--- src/rtl/core/gdfo_pkg.sv ---
// Shared types and constants of the depth-first order unit.
package gdfo_pkg;

  localparam int VERT_W           = 7;
  localparam int OP_W             = 2;
  localparam int CFG_IDX_W        = 2;
  localparam int MAX_VERTICES_DEF = 64;

  localparam logic [OP_W-1:0] OP_ADD_EDGE = 2'd0;
  localparam logic [OP_W-1:0] OP_RUN      = 2'd1;
  localparam logic [OP_W-1:0] OP_CLEAR    = 2'd2;

  localparam logic [CFG_IDX_W-1:0] CFG_NUM_VERTICES = 2'd0;
  localparam logic [CFG_IDX_W-1:0] CFG_START_VERTEX = 2'd1;

  localparam logic [VERT_W-1:0] NUM_VERTICES_RST = 7'd64;
  localparam logic [VERT_W-1:0] START_VERTEX_RST = 7'd1;

  typedef struct packed {
    logic [OP_W-1:0]   op;
    logic [VERT_W-1:0] vertex_a;
    logic [VERT_W-1:0] vertex_b;
  } gdfo_in_t;

  typedef struct packed {
    logic [VERT_W-1:0] visited_vertex;
    logic              last;
  } gdfo_out_t;

endpackage

--- src/rtl/core/gdfo_pick.sv ---
// Lowest set bit search over the open-neighbour word, in groups of eight.
module gdfo_pick import gdfo_pkg::*; #(
  parameter int MAX_VERTICES = MAX_VERTICES_DEF,
  localparam int IDX_W = $clog2(MAX_VERTICES)
) (
  input  logic [MAX_VERTICES-1:0] open_i,
  output logic                    found_o,
  output logic [IDX_W-1:0]        idx_o
);

  localparam int GW    = 8;
  localparam int LOC_W = $clog2(GW);
  localparam int NG    = (MAX_VERTICES + GW - 1) / GW;
  localparam int PW    = NG * GW;

  logic [PW-1:0]     pad;
  logic [NG-1:0]     grp_any;
  logic [LOC_W-1:0]  grp_loc [NG];
  logic [VERT_W-1:0] idx_full;

  assign pad = PW'(open_i);

  always_comb begin
    for (int g = 0; g < NG; g++) begin
      grp_any[g] = |pad[g*GW +: GW];
      grp_loc[g] = '0;
      for (int b = GW - 1; b >= 0; b--) begin
        if (pad[g*GW + b]) begin
          grp_loc[g] = LOC_W'(b);
        end
      end
    end
  end

  always_comb begin
    idx_full = '0;
    for (int g = NG - 1; g >= 0; g--) begin
      if (grp_any[g]) begin
        idx_full = VERT_W'(g * GW) + VERT_W'(grp_loc[g]);
      end
    end
  end

  assign found_o = |grp_any;
  assign idx_o   = idx_full[IDX_W-1:0];

endmodule

--- config.mk ---
export PLATFORM = sky130hd
export DESIGN_NAME = gdfo_pick
export DESIGN_NICKNAME = d
export VERILOG_FILES = /design/src/rtl/core/gdfo_pkg.sv /design/src/rtl/core/gdfo_pick.sv
export SDC_FILE = /design/constraint.sdc
export NUM_CORES = 1
export LEC_CHECK = 0
export BUFFER_PORTS_ARGS = -buffer_cell sky130_fd_sc_hd__buf_2
export CORE_MARGIN = 2
export CORE_UTILIZATION = 39
export DETAILED_ROUTE_END_ITERATION = 16
export MAX_ROUTING_LAYER = met4
export PLACE_DENSITY = 0.91
export SYNTH_ARGS = -nofsm -noshare
export SYNTH_HDL_FRONTEND = slang
export SYNTH_SLANG_ARGS = --single-unit
--- constraint.sdc ---
create_clock -name vclk -period 2.25
set_input_delay 0.45 -clock vclk [all_inputs]
set_output_delay 0.45 -clock vclk [all_outputs]
set_load 0.03 [all_outputs]
==> metrics.txt, run 1 <==
status finished with violations; failing checks setup timing; layout cell share with drive strength beyond 1 62.4%; Yosys top cell by area nor2_1; max cap viols 0; largest net degree at the start of global routing 5; RePlAce Congestion 0.862; Core Area 1980 µm²; Startpoint Class primary input; Ys Warns 0; die area 2510 µm²; Synth Net Count 200; Slew Limit Fails 0; Die X 50.1 µm; CTS Hold Bufs 0; DRT antenna net count 0; fin area 1880 µm²; P_int 137 µW; Vias/cell 6.73; area of the multi-input gates 887 µm²; critical-path cell list buf_6 -> or4_4 -> o21bai_1 -> a21oi_1 -> nand2b_1 -> nand3_1 -> a22o_1 -> buf_6; DP Area 1700 µm²; met1 wire length 1.98 mm; NumNets Final 337; RSZ-0062 raised after global routing true; Max FO, Critical Path 3; Area Overhead vs Synth 127%; PortBufs 71; post-synth top area share 11.8%; CP most frequent cell buf_6; combinational power share 100.0%; antenna violations before repair 0; final worst setup slack -0.296 ns; Crit Path Class in2out; vias 2007; clock network power share 0%; sequential fraction of the synthesis area 0%; final hold vios 0; min Tclk post-route 2.55 ns; HP Class in2out; Static Leak 0.000923 µW; Worst EP arrival 2.10 ns; fillers 58; Flop pwr share 0%; GRT Util Overall 44.0%; DR DRC count 0; Crit. End Element output port; Synth Instances 136; Sw Pwr 138 µW; wire per inst 21.6 µm; Critical Path End idx_o[2]; GRT overflow 0; initial detailed-routing violation count 140; synth unique cells 37; HPWL after detailed placement 3.28 mm; wirelength, routed 6.43 mm; crit path from open_i[52]; FFs & Latches 0; final period utilization 113%; switching share of power 50.2%; upper clock frequency limit 0.393 GHz; Area contributors post-synth nor2_1, a21oi_1, nor3_1; hold path start open_i[26]; Mapped Area 828 µm²; Crit path required time 1.80 ns; Slew @ Worst Pin 0.447 ns; Max stage delay on crit path 0.56 ns; setup TNS -1.44 ns; Worst path slowest cell or4_4; cell area power density 146 nW/µm²; commonest non-fill, non-tap cell in the layout buf_4; maximum vdd drop 0.000126 V; cell row count 16; metal2 WL 2.82 mm; I/O Pins 71; hold_ws 1.40 ns; Sequential Area 0 µm²; Top Layer Used met4; # setup viols final 7; global-route wire length before repair 8.22 mm; vias in the first global route 1964; Clock buffer cells 0; power after layout 276 µW; 1st-pass router iterations 5; Avg Cell Area, Syn 6.09 µm²; Die Ht 50.1 µm; metal3 WL 776 µm; most frequent cells in the layout buf_4, buf_2, nor2_1, inv_1, buf_6; Slew headroom 69.9%; initial core utilization 41.8%; ANT cells 0
power by group through the flow:
| stage | sequential [µW] | clock, µW | combinational, µW |
|---|---|---|---|
| floorplan | 0 | 0 | 62.1 |
| global placement | 0 | 0 | 215 |
| detailed placement | 0 | 0 | 225 |
| CTS | 0 | 0 | 238 |
| global route | 0 | 0 | 290 |
| finish | 0 | 0 | 276 |
worst min-delay path by stage:
stage / endpoint / slack [ns] / cells after the start
6_report: idx_o[0] / 1.40 / 4
3_5_place_dp: idx_o[0] / 1.41 / 4
3_3_place_gp: idx_o[0] / 1.41 / 4
5_1_grt: idx_o[0] / 1.41 / 4
2_1_floorplan: idx_o[0] / 1.09 / 2
4_1_cts: idx_o[0] / 1.37 / 4
cell families after synthesis:
| group | Yosys count | synth area share [%] |
|---|---|---|
| simple gates | 80 | 58.0 |
| compound gates | 43 | 36.1 |
| buf+inv | 13 | 5.89 |
synthesized netlist by cell type:
master and count:
a221o_1 1, nor3_1 13, a211oi_2 1, nor2_1 26
and3_2 1, nand2_1 8, nor4_2 1, nor4_1 9
nor2b_1 2, o211ai_2 1, a21oi_2 1, nand2b_4 1
a211oi_1 3, o31ai_1 3, nand4b_1 1, or3_1 1
a311o_1 1, nand3_1 3, o21bai_1 6, nand3_2 1
o21ai_0 4, nor2b_4 1, nor4_4 2, a221oi_1 1
o21ai_1 1, or4_1 1, or4_4 4, a21oi_1 15
inv_1 13, a211o_1 1, o211ai_1 1, a22o_1 1
nand2b_1 3, o21ba_1 1, nor3b_1 1, o311a_2 1
nor3_2 1
stage by stage:
step                util (%)  worst slack, ns  instances
floorplan                  -          -0.0198        136
global placement        85.8           -0.218        296
global route            95.1           -0.408        298
detailed placement      85.8           -0.319        296
finish                  95.1           -0.296        298
CTS                     93.0           -0.208        298
per-layer routing:
layer / vias to the layer above / GRT usage [%]
met1: 860 / 40.1
met2: 244 / 77.4
li1: 797 / -
met3: 106 / 8.18
met5: - / -
met4: 0 / 38.0
what timing repair did:
action,CTS,global route
setup buffers,2,0
endpoints found under the setup margin,7,7
gates resized for setup,31,9
endpoints found under the hold margin,0,0
pin swaps,13,6
worst max-delay path: cells and delay by family:
kind            cells  cell delay, ns
simple gates        3            0.78
compound gates      3            0.61
buf+inv             2            0.24
final cells by class:
class                      instances  share of cell area (%)
tap                               27                    1.79
multi-input combinational        123                    47.1
inverter                          13                    2.59
timing repair buffer             135                    48.5
(Power assumes the default switching activity.)
==> run 2: changes to the inputs <==
ABC_AREA = 1   (was default)
PLACE_DENSITY = 0.87   (was 0.91)
==> run 2 against run 1 <==
Net effect: the flow now finishes without violations; via count down 28%; combinational power is 28% lower; die area up 16%; fmax up 17%; non-clock buffer count down 60; core utilization is 33 points lower; sequential share of layout area unchanged; power is 28% lower; setup slack better by 0.37 ns; worst hold slack lost 0.064 ns; synthesized cell count is 43% higher; wire length is 58% lower.
==> metrics.txt, run 2 <==
Static Leak 0.000798 µW; status complete, no violations; Avg Cell Area, Syn 5.00 µm²; # setup viols final 0; initial core utilization 40.1%; switching share of power 55.0%; sequential fraction of the synthesis area 0%; Slew headroom 79.1%; Flop pwr share 0%; DR DRC count 0; Worst path slowest cell o31ai_1; vias in the first global route 1162; CP most frequent cell nand2_1; post-synth top area share 19.3%; synth unique cells 26; Crit path required time 1.80 ns; Area contributors post-synth nand2_1, inv_1, a21oi_1; fillers 249; commonest non-fill, non-tap cell in the layout buf_2; PortBufs 71; kind of cell adding the most delay to the critical path simple AND/OR/NAND/NOR gates; maximum vdd drop 0.0000814 V; CTS Hold Bufs 0; GRT Util Overall 17.6%; Slew @ Worst Pin 0.311 ns; Worst Hold Depth 5; critical-path cell list buf_4 -> nor2_4 -> nand3_4 -> nor2_4 -> nand2_2 -> o31ai_1 -> nand2_1 -> o211ai_1 -> nand2_1 -> nand2_1 -> clkbuf_4; clock network power share 0%; Area Overhead vs Synth 54.2%; DP Area 1380 µm²; cell row count 18; 1st-pass router iterations 4; FFs & Latches 0; most frequent cells in the layout buf_2, nand2_1, inv_1, a21oi_1, nand3_1; Core Area 2430 µm²; Vias/cell 4.82; die area 2910 µm²; HPWL after detailed placement 2.33 mm; area of the multi-input gates 877 µm²; buffers and inverters on the worst path 2; hold endpoint idx_o[2]; HP Class in2out; Max FO, Critical Path 3; largest net degree at the start of global routing 7; fin area 1500 µm²; upper clock frequency limit 0.460 GHz; antenna violations before repair 0; Worst EP arrival 1.72 ns; DRT antenna net count 0; Commonest cells post-synth nand2_1, inv_1, nor2_1; max cap viols 0; combinational power share 100.0%; layout cell share with drive strength beyond 1 41.1%; Sw Pwr 109 µW; P_int 89.0 µW; Synth Instances 195; RSZ-0062 raised after global routing true; min Tclk post-route 2.17 ns; Synth Net Count 259; NumNets Final 336; Crit Path Class in2out; ANT cells 0; cell area power density 132 nW/µm²; I/O Pins 71; global-route wire length before repair 4.01 mm; wire per inst 8.94 µm; Sequential Area 0 µm²; final period utilization 96.6%; wirelength, routed 2.68 mm; vias 1445; Clock buffer cells 0; GRT overflow 0; hold path start open_i[2]; final hold vios 0; Core Util, Final 61.8%; Slew Limit Fails 0; RePlAce Congestion 0.728; most frequent cell after synthesis nand2_1; Mapped Area 975 µm²; Die X 54.0 µm; Startpoint Class primary input; power after layout 198 µW; Max stage delay on crit path 0.27 ns; Crit. End Element output port; Yosys top cell by area nand2_1; Ys Warns 0; Die Ht 54.0 µm; initial detailed-routing violation count 6
[run 2: cells by family (layout without fill, tap and decap cells)]
kind of cell	after synthesis	in the layout	share of synthesized area, %
AO/OA/AOI/OAI	37	37	23.4
buffers and inverters	47	122	18.1
AND/OR/NAND/NOR	111	111	58.5
[run 2: how the worst max path moves through the flow]
| stage | startpoint | to | slack, ns | depth (start not counted) |
|---|---|---|---|---|
| finish | open_i[54] | idx_o[1] | 0.08 | 11 |
| global route | open_i[54] | idx_o[0] | -0.02 | 15 |
| CTS | open_i[50] | idx_o[1] | 0.04 | 11 |
| detailed placement | open_i[46] | idx_o[2] | 0.05 | 13 |
| global placement | open_i[21] | idx_o[1] | 0.003 | 9 |
| floorplan | open_i[37] | idx_o[3] | 0.19 | 5 |
[run 2: cell type report]
| type | count | share of cell area [%] |
|---|---|---|
| inverter | 47 | 11.7 |
| multi-input combinational | 148 | 58.4 |
| timing repair buffer | 75 | 27.4 |
| tap | 30 | 2.50 |
[run 2: repair_timing]
item	CTS	global route
setup buffers	0	2
endpoints found under the setup margin	0	7
resized for setup	0	27
[run 2: routing by layer]
layer  share of wire [%]  track usage, %
met4                   0               0
met3                 5.9           0.556
met2                  47            32.5
met1                  47            22.5
met5                   0               -
[run 2: worst min-delay path, stage by stage]
cell and delay (ns):
buf_2 0.11, nor3_1 0.05, nand3_1 0.06, nand2_1 0.05
buf_4 0.16
[run 2: power by group through the flow]
stage               registers, µW  clock network [µW]  logic [µW]
finish                          0                   0         198
global route                    0                   0         222
CTS                             0                   0         177
detailed placement              0                   0         177
global placement                0                   0         174
floorplan                       0                   0        85.9
[run 2: per-stage QoR]
| step | hold slack (ns) | TNS (ns) | setup WS, ns | cells |
|---|---|---|---|---|
| after floorplan | 1.16 | 0 | 0.191 | 195 |
| after global placement | 1.33 | 0 | 0.00291 | 298 |
| after detailed placement | 1.33 | 0 | 0.0499 | 298 |
| after CTS | 1.33 | 0 | 0.0415 | 298 |
| after global routing | 1.35 | -0.0429 | -0.0228 | 300 |
| final | 1.33 | 0 | 0.0775 | 300 |
