<file path="src/rtl/core/gdfo_stack_ram.sv">
// Walk stack storage: one write port, one registered read port.
module gdfo_stack_ram #(
  parameter int DEPTH = 64,
  parameter int WIDTH = 6,
  localparam int ADDR_W = $clog2(DEPTH)
) (
  input  logic              clk_i,
  input  logic              wr_en_i,
  input  logic [ADDR_W-1:0] wr_addr_i,
  input  logic [WIDTH-1:0]  wr_data_i,
  input  logic [ADDR_W-1:0] rd_addr_i,
  output logic [WIDTH-1:0]  rd_data_o
);

  logic [WIDTH-1:0] mem [DEPTH];
  logic [WIDTH-1:0] rd_q;

  always_ff @(posedge clk_i) begin
    if (wr_en_i) begin
      mem[wr_addr_i] <= wr_data_i;
    end
    rd_q <= mem[rd_addr_i];
  end

  assign rd_data_o = rd_q;

endmodule

</file>
<file path="config.mk">
export PLATFORM = sky130hd
export DESIGN_NAME = gdfo_stack_ram
export DESIGN_NICKNAME = d
export VERILOG_FILES = /design/src/rtl/core/gdfo_stack_ram.sv
export SDC_FILE = /design/constraint.sdc
export NUM_CORES = 1
export LEC_CHECK = 0
export BUFFER_PORTS_ARGS = -buffer_cell sky130_fd_sc_hd__buf_2
export CORE_MARGIN = 2
export CORE_UTILIZATION = 50
export DETAILED_ROUTE_END_ITERATION = 8
export GPL_TIMING_DRIVEN = 0
export PLACE_DENSITY = 0.62
export SLEW_MARGIN = 40
export SYNTH_ARGS = -nofsm -noshare
export SYNTH_HDL_FRONTEND = slang
export SYNTH_SLANG_ARGS = --single-unit
</file>
<file path="constraint.sdc">
create_clock -name clk_i -period 1.9 [get_ports clk_i]
set_input_delay 0.19 -clock clk_i [delete_from_list [all_inputs] [get_ports clk_i]]
set_output_delay 0.19 -clock clk_i [all_outputs]
set_load 0.01 [all_outputs]
</file>
==> results of run 1 <==
-- cell families (layout without fill, tap and decap cells) --
logic type | Yosys count | after routing | share of synthesized area
and+or+nand+nor | 120 | 120 | 0.03673
AOI/OAI and AO/OA | 54 | 54 | 0.02597
muxes | 117 | 117 | 0.1556
buffers and inverters | 39 | 123 | 0.01652
DFF | 390 | 390 | 0.7652
-- synth_stat cells, drive strengths merged --
| cell type | number |
|---|---|
| edfxtp | 384 |
| mux4 | 93 |
| nor2 | 67 |
| buf | 23 |
| clkbuf | 16 |
| mux2i | 15 |
| o22ai | 12 |
| nand3 | 11 |
| mux2 | 9 |
| o221ai | 9 |
| nand2 | 8 |
| nor2b | 8 |
| a211oi | 6 |
| a21oi | 6 |
| dfxtp | 6 |
| o21ai | 6 |
| o22a | 6 |
| nand2b | 5 |
| nor3 | 5 |
| nand3b | 4 |
| a221oi | 3 |
| a22oi | 3 |
| a32o | 3 |
| nand4 | 2 |
| or2 | 2 |
| or3 | 2 |
| or3b | 2 |
| and2 | 1 |
| and3b | 1 |
| nand4b | 1 |
| nor3b | 1 |
-- power by group through the flow --
stage / Clock [mW] / Sequential (mW) / Combinational (mW)
6_report: 7.33 / 9.54 / 0.955
5_1_grt: 7.73 / 9.54 / 1.02
4_1_cts: 7.39 / 9.54 / 0.953
3_5_place_dp: 0 / 9.73 / 0.948
3_3_place_gp: 0 / 9.72 / 0.921
2_1_floorplan: 0 / 9.73 / 0.514
-- area by class of cell --
class | instances | area (µm²)
Sequential cell | 390 | 11650
Clock inverter | 22 | 180.2
Tap cell | 390 | 488.0
Multi-Input combinational cell | 291 | 3361
Clock buffer | 46 | 1022
Buffer | 39 | 266.5
Timing Repair Buffer | 16 | 95.09
Fill cell | 2229 | 12730
-- layer usage --
metal	share of wire	wire, µm
met5	0	0
met4	0.033	1173
met1	0.40	14280
met3	0.089	3188
met2	0.48	17350
-- worst min-delay path: cells and delay by family --
kind	cells	cell delay [ps]
buf+inv	1	130
compound gates	2	270
-- timing repair --
action	CTS	global route
pin swaps	0	1
endpoints found under the setup margin	4	116
resized for setup	7	9
setup buffers	0	0
-- through the flow --
step	utilization	setup slack, ps	TNS (ps)
2_1_floorplan	-	164.3	0
3_3_place_gp	0.5301	-735.5	-96680
3_5_place_dp	0.5309	-689.6	-127490
4_1_cts	0.5718	6.052	0
5_1_grt	0.5727	-109.0	-5342
6_report	0.5727	-39.31	-372.9
-- flip-flops by register name (all words and copies together) (netlist names) --
name       flops
mem          384
rd_data_o      6
-- worst paths after layout --
check | to | depth (start not counted)
max | mem[29][3] | 4
min | rd_data_o[0] | 3
max reg2reg | rd_data_o[1] | 5
min reg2reg | rd_data_o[0] | 4
==> run_results.csv, run 1 <==
group,metric,value,unit
pwr,power_density,1045,nW/µm²
synthesis,yosys.cell_types.count,37,
finish,syn2layout_area_growth,12.07,%
routing,drt-wirelength-per-cell,30.14,µm
cts,numCtsBuffers,39,
finish,mostFrequentLayoutCells,"edfxtp_1 (384), mux4_2 (87), nor2_1 (60)",
sta,holdWs,110.3,ps
cts,cts_max_level,2,
setup_path,path_max_fanout,10,
synthesis,synth_top_area_share,0.7573,
global_route,antenna_found_initial,0,
setup_path,start_kind,"input port",
worst_hold_path,worstHoldStart,"rd_addr_i[5]",
placed_design,place.port_buffers,16,
global_route,grtUsageTotal,0.2357,
outcome,run_status,"finished, violations left",
pwr,seq_power_share,0.535,
die,die_area,31860,µm²
sta,fmax,0.5156,GHz
die,io_pins,26,
synthesis,yosys_warnings,0,
cts,cts.sinks,390,
die,rows,63,
sta,finClkSkew,11.97,ps
pwr,total_power,17.82,mW
routing,wl,35.99,mm
pwr,p_leak,5.304,nW
placed_design,gp_congestion,0.8454,
setup_path,critical_path_class,"in -> reg",
setup_path,required,2050,ps
global_route,grt_pass1_vias,7679,
setup_path,crit_path_start,"wr_addr_i[2]",
global_route,grt_pass1_wl,51.83,mm
global_route,top_usage_layer,"met2",
placed_design,postPlaceCellArea,15820,µm²
run,maxCapViolCount,0,
global_route,grtUsageMet2,0.3760,
finish,layoutNonFillerInstCount,1194,
sta,setup_viol_count_final,20,
finish,insertedDiodeCount,0,
routing,num_vias,7500,
finish,fin_area,17060,µm²
cts,clk_pin_slew,60,ps
routing,detail-route-antenna-nets,0,
sta,rsz0062_at_grt,"true",
setup_path,cp_top_family,"simple AND/OR/NAND/NOR gates",
sta,tightest_slew,834.3,ps
global_route,grtUsageMet1,0.3218,
sta,period_needed,1939,ps
setup_path,worstReg2RegStart,"mem[51][1]",
pwr,ir_worst_vdd,0.0009478,V
placed_design,dp_cells,1126,
pwr,p_int,14.11,mW
sta,fin_ws,-39.31,ps
finish,final_common_cell,"edfxtp_1",
synthesis,seq_area_frac_synth,0.7652,
pwr,p_clk_frac,0.411,
sta,hold_viol,0,
die,fp.dieW,178.5,µm
routing,avgViaCountPerCell,6.281,
setup_path,r2r_slack,60,ps
setup_path,worstPathArrival,2090,ps
synthesis,synth_seq_cells,390,
sta,period_share,1.021,
routing,first_iter_violations,944,
synthesis,synth_area_leaders,"edfxtp_1 (76%), mux4_2 (13%), nor2_1 (1.7%)",
cts,clock_latency,520,ps
pwr,combPwrFrac,0.054,
outcome,failed_checks,"negative setup slack",
die,start_util,0.5110,
pwr,power.switching,3.718,mW
placed_design,dpl.hpwl,22.70,mm
synthesis,syn_avg_cell_area,21.15,µm²
cts,cts_tree,"yes",
synthesis,netlist_area,15230,µm²
sta,slew_headroom,0.4421,
pwr,switching_share,0.2086,
routing,drc,0,
synthesis,yosys.area.top_type,"edfxtp_1",
setup_path,slowest_stage,"nor2_1",
global_route,grt_max_degree,65,
cts,root_buffer,"clkbuf_16",
worst_hold_path,hp-class,"in -> reg",
sta,report.final.slew_viol_count,0,
setup_path,crit_path_end_kind,"flop",
synthesis,syn_inst,720,
setup_path,cp_num_buf_inv,1,
global_route,gr-total-overflow,0,
cts,holdBufCountCts,0,
setup_path,critPathMaxStageDelay,720,ps
routing,drt-pass1-iter-count,5,
global_route,grtUsageMet3,0.05712,
die,core-area,29800,µm²
finish,drive_above_1_share,0.2624,
synthesis,synth_nets,740,
die,die_h,178.5,µm
finish,nets,797,
cts,cts_buffer_depth,3,
setup_path,cp_cell_sequence,"clkbuf_1 > nor2b_1 > nand3_1 > nor2_1",
No activity file was read; power rests on OpenSTA's default activity.
==> run 2, diff against run 1 <==
- clock period: 1.9 -> 2 ns (I/O delays scaled with it)
==> run_results.csv, run 2 (synthesized netlist as in run 1, its figures left out) <==
group,metric,value,unit
outcome,run_status,"finished, violations left",
outcome,failed_checks,"negative setup slack",
global_route,grt_pass1_vias,7674,
setup_path,path_max_fanout,10,
global_route,gr-total-overflow,0,
finish,regMostFlops,"mem",
pwr,power_density,992.7,nW/µm²
placed_design,dp_cells,1126,
cts,clk_pin_slew,60,ps
cts,cts_max_level,2,
setup_path,worstReg2RegStart,"mem[41][2]",
routing,detail-route-antenna-nets,0,
routing,avgViaCountPerCell,6.300,
setup_path,rr_worst_depth,5,
placed_design,pre_cts_ws,-599.6,ps
setup_path,worstPathArrival,2160,ps
global_route,grt_pass1_wl,51.84,mm
finish,multi_input_area,3338,µm²
cts,root_buffer,"clkbuf_16",
finish,insertedDiodeCount,0,
sta,setup_viol_count_final,6,
setup_path,critical_path_class,"in -> reg",
cts,clock_latency,520,ps
die,fp.dieW,178.5,µm
die,die_h,178.5,µm
die,die_area,31860,µm²
setup_path,crit_path_end_kind,"flop",
global_route,antenna_found_initial,0,
worst_hold_path,worstHoldStart,"rd_addr_i[5]",
die,core-area,29800,µm²
finish,regArea,11650,µm²
finish,drive_above_1_share,0.2512,
finish,layoutNonFillerInstCount,1194,
die,rows,63,
routing,drc,0,
setup_path,start_kind,"input port",
finish,syn2layout_area_growth,11.91,%
routing,num_vias,7522,
sta,fmax,0.4956,GHz
cts,cts_tree,"yes",
worst_hold_path,min_to,"rd_data_o[0]",
routing,wl,36.02,mm
die,start_util,0.5110,
finish,largest_register_ffs,384,
finish,post-route-util,0.5718,
global_route,grtUsageTotal,0.2357,
cts,cts.sinks,390,
routing,drt-pass1-iter-count,5,
pwr,total_power,16.91,mW
setup_path,required,2140,ps
finish,nets,797,
finish,fill_cells,2233,
placed_design,place.port_buffers,16,
routing,drt-wirelength-per-cell,30.17,µm
sta,rsz0062_at_grt,"true",
placed_design,dpl.hpwl,22.70,mm
worst_hold_path,holdPathStages,3,
run,maxCapViolCount,0,
cts,numCtsBuffers,39,
setup_path,crit_path_start,"wr_addr_i[1]",
sta,fin_ws,-17.66,ps
finish,final_common_cell,"edfxtp_1",
die,io_pins,26,
worst_hold_path,hp-class,"in -> reg",
sta,period_needed,2018,ps
sta,period_share,1.009,
cts,cts_buffer_depth,3,
finish,mostFrequentLayoutCells,"edfxtp_1 (384), mux4_2 (87), nor2_1 (65)",
sta,hold_viol,0,
sta,report.final.slew_viol_count,0,
pwr,ir_worst_vdd,0.0009009,V
sta,slew_headroom,0.4399,
sta,finClkSkew,13.07,ps
routing,first_iter_violations,929,
setup_path,r2r_end,"rd_data_o[2]",
pwr,p_leak,5.296,nW
sta,tightest_slew,837.7,ps
setup_path,r2r_slack,150,ps
global_route,grt_max_degree,65,
placed_design,gp_congestion,0.8454,
-- run 2: changes by cell type in the layout (fill, tap and decap cells not counted) --
cell,delta
clkbuf_1,+2
nor2_2,-5
nor2_1,+5
buf_4,-1
clkbuf_2,-2
a211oi_2,-2
a211oi_1,+2
clkbuf_4,+1
-- run 2: stage by stage --
step	cell area, µm²	hold WS (ps)	TNS (ps)
global route	17040	136.5	-135.0
finish	17040	120.8	-100.4
detailed placement	15820	597.3	-92510
global placement	15790	602.1	-63670
floorplan	15230	298.9	0
CTS	17030	112.2	0
-- run 2: power breakdown --
group / switching [mW] / internal (mW)
clock network: 2.92 / 4.03
registers: 0.0189 / 9.05
logic: 0.579 / 0.324
total: 3.51 / 13.4
-- run 2: cell type report --
| cell class | count | share of cell area |
|---|---|---|
| Buffer | 39 | 0.01549 |
| Clock buffer | 46 | 0.05999 |
| Clock inverter | 22 | 0.01057 |
| Multi-Input combinational cell | 291 | 0.1959 |
| Sequential cell | 390 | 0.6838 |
| Tap cell | 390 | 0.02864 |
| Timing Repair Buffer | 16 | 0.005581 |
-- run 2: critical path: stages --
cell and delay (ps):
clkbuf_1 360, nand4_1 780, nor2_1 820
-- run 2: worst max-delay path by stage --
stage	end
2_1_floorplan	rd_data_o[0]
3_3_place_gp	rd_data_o[5]
3_5_place_dp	rd_data_o[2]
4_1_cts	rd_data_o[3]
5_1_grt	mem[29][3]
6_report	mem[63][1]
-- run 2: timing repair --
| item | CTS | global route |
|---|---|---|
| cloned | 0 | 0 |
| resized for setup | 4 | 3 |
| hold buffers | 0 | 0 |
| setup buffers | 0 | 0 |
| pin swaps | 0 | 0 |
| endpoints found under the setup margin | 4 | 19 |
-- run 2: metal layers --
layer / global-route usage / routed length (µm) / vias to the layer above
li1: - / - / 3135
met1: 0.3236 / 14260 / 3929
met2: 0.3763 / 17350 / 380
met3: 0.05435 / 3247 / 78
met4: 0.08028 / 1156 / 0
met5: 0 / 0 / -
==> run 3, diff against run 2 <==
--- a/config.mk
+++ b/config.mk
@@ -12,4 +12,5 @@
 export GPL_TIMING_DRIVEN = 0
 export PLACE_DENSITY = 0.62
+export SKIP_LAST_GASP = 1
 export SLEW_MARGIN = 40
 export SYNTH_ARGS = -nofsm -noshare
==> constraint.sdc (replaced) <==
create_clock -name clk_i -period 2 [get_ports clk_i]
set_input_delay 0.4 -clock clk_i [delete_from_list [all_inputs] [get_ports clk_i]]
set_output_delay 0.4 -clock clk_i [all_outputs]
set_load 0.01 [all_outputs]
==> run_results.csv, run 3 (synthesized netlist as in run 1, its figures left out) <==
group,metric,value,unit
routing,routed.top_layer,"met4",
sta,setup_viol_count_final,33,
outcome,failed_checks,"negative setup slack",
worst_hold_path,hp-class,"in -> reg",
routing,dr_wl_met3,3.261,mm
global_route,grtUsageTotal,0.2357,
setup_path,path_max_fanout,9,
routing,avgViaCountPerCell,6.275,
die,core-area,29800,µm²
sta,slew_headroom,0.4738,
pwr,p_leak,5.307,nW
global_route,antenna_found_initial,0,
routing,num_vias,7499,
cts,cts_tree,"yes",
die,start_util,0.5110,
die,io_pins,26,
global_route,gr-total-overflow,0,
routing,wl,35.89,mm
finish,nets,798,
routing,detail-route-antenna-nets,0,
sta,setup_tns,-1892,ps
placed_design,place.port_buffers,16,
sta,fmax,0.4771,GHz
placed_design,dpl.hpwl,22.70,mm
setup_path,crit_path_start,"wr_addr_i[5]",
pwr,p_clk_frac,0.410,
finish,regMostFlops,"mem",
setup_path,start_kind,"input port",
pwr,ir_worst_vdd,0.0008994,V
global_route,grt_pass1_wl,51.89,mm
cts,clock_latency,520,ps
die,die_h,178.5,µm
run,maxCapViolCount,0,
pwr,power.switching,3.505,mW
sta,finClkSkew,15.02,ps
pwr,switching_share,0.2073,
cts,cts_buffer_depth,3,
routing,m1WireLength,14.14,mm
cts,cts_max_level,2,
sta,tightest_slew,789.2,ps
placed_design,gp_congestion,0.8454,
setup_path,critical_path_class,"in -> reg",
die,rows,63,
routing,drc,0,
routing,wl_met2,17.25,mm
sta,hold_viol,0,
global_route,grt_max_degree,65,
cts,cts.sinks,390,
routing,drt-pass1-iter-count,5,
cts,numCtsBuffers,39,
global_route,grt_pass1_vias,7664,
finish,final_common_cell,"edfxtp_1",
setup_path,worstPathArrival,2240,ps
pwr,power_density,987.4,nW/µm²
routing,drt-wirelength-per-cell,30.03,µm
worst_hold_path,worstHoldStart,"rd_addr_i[5]",
cts,clk_pin_slew,60,ps
finish,largest_register_ffs,384,
sta,period_share,1.048,
sta,fin_ws,-95.79,ps
cts,holdBufCountCts,0,
finish,drive_above_1_share,0.2832,
outcome,run_status,"finished, violations left",
setup_path,crit_path_end_kind,"flop",
setup_path,worstReg2RegStart,"mem[44][2]",
finish,syn2layout_area_growth,12.46,%
die,fp.dieW,178.5,µm
routing,first_iter_violations,840,
finish,fin_area,17120,µm²
die,die_area,31860,µm²
sta,period_needed,2096,ps
finish,mostFrequentLayoutCells,"edfxtp_1 (384), mux4_2 (87), nor2_1 (44)",
pwr,combPwrFrac,0.054,
cts,root_buffer,"clkbuf_16",
sta,rsz0062_at_grt,"true",
pwr,seq_power_share,0.536,
pwr,p_int,13.40,mW
finish,insertedDiodeCount,0,
sta,report.final.slew_viol_count,0,
setup_path,required,2150,ps
placed_design,postPlaceCellArea,15820,µm²
## run 3: changes by cell type in the layout (fill, tap and decap cells not counted), sizes merged
cell and delta:
buf +1
## run 3: layout make-up
type / count / area [µm²]
Buffer: 39 / 272.8
Clock buffer: 46 / 1022
Clock inverter: 22 / 180.2
Fill cell: 2223 / 12670
Multi-Input combinational cell: 291 / 3406
Sequential cell: 390 / 11650
Tap cell: 390 / 488.0
Timing Repair Buffer: 17 / 102.6
## run 3: repair_timing
action | in CTS | in global routing
hold endpoints to repair | 0 | 0
setup buffers | 1 | 0
pin swaps | 1 | 0
endpoints found under the setup margin | 117 | 143
resized for setup | 14 | 21
## run 3: metal layers
metal  vias to the layer above  global-route usage
met5                         -                   0
met4                         0             0.07927
met3                        84             0.05435
met2                       366              0.3758
met1                      3910              0.3245
li1                       3139                   -
## run 3: power groups by stage
| stage | clock network [mW] | logic, mW | registers (mW) |
|---|---|---|---|
| floorplan | 0 | 0.488 | 9.24 |
| global placement | 0 | 0.875 | 9.24 |
| detailed placement | 0 | 0.901 | 9.24 |
| CTS | 7.02 | 0.908 | 9.07 |
| global route | 7.34 | 0.971 | 9.07 |
| finish | 6.93 | 0.913 | 9.07 |
## run 3: worst paths after layout
kind,to,slack (ps),cells past startpoint
worst min-delay path,rd_data_o[0],330,3
worst max register to register,rd_data_o[2],150,5
worst max-delay path,mem[38][1],-100,4
worst min register to register,rd_data_o[0],840,4
## run 3: stage by stage
stage	hold WS, ps	setup slack (ps)	utilization	power (mW)	cells
after floorplan	498.9	54.28	-	9.729	720
after detailed placement	797.3	-799.6	0.5309	10.14	1126
after CTS	312.2	-103.9	0.5726	17.00	1195
final	328.6	-95.79	0.5747	16.91	1195
after global routing	336.5	-109.5	0.5747	17.38	1195
after global placement	802.1	-845.5	0.5301	10.11	1126
## run 3: worst max-delay path, cell delays in order
cell and delay, ps:
clkbuf_1 580, or3b_2 490, clkbuf_1 240, nor2_1 530
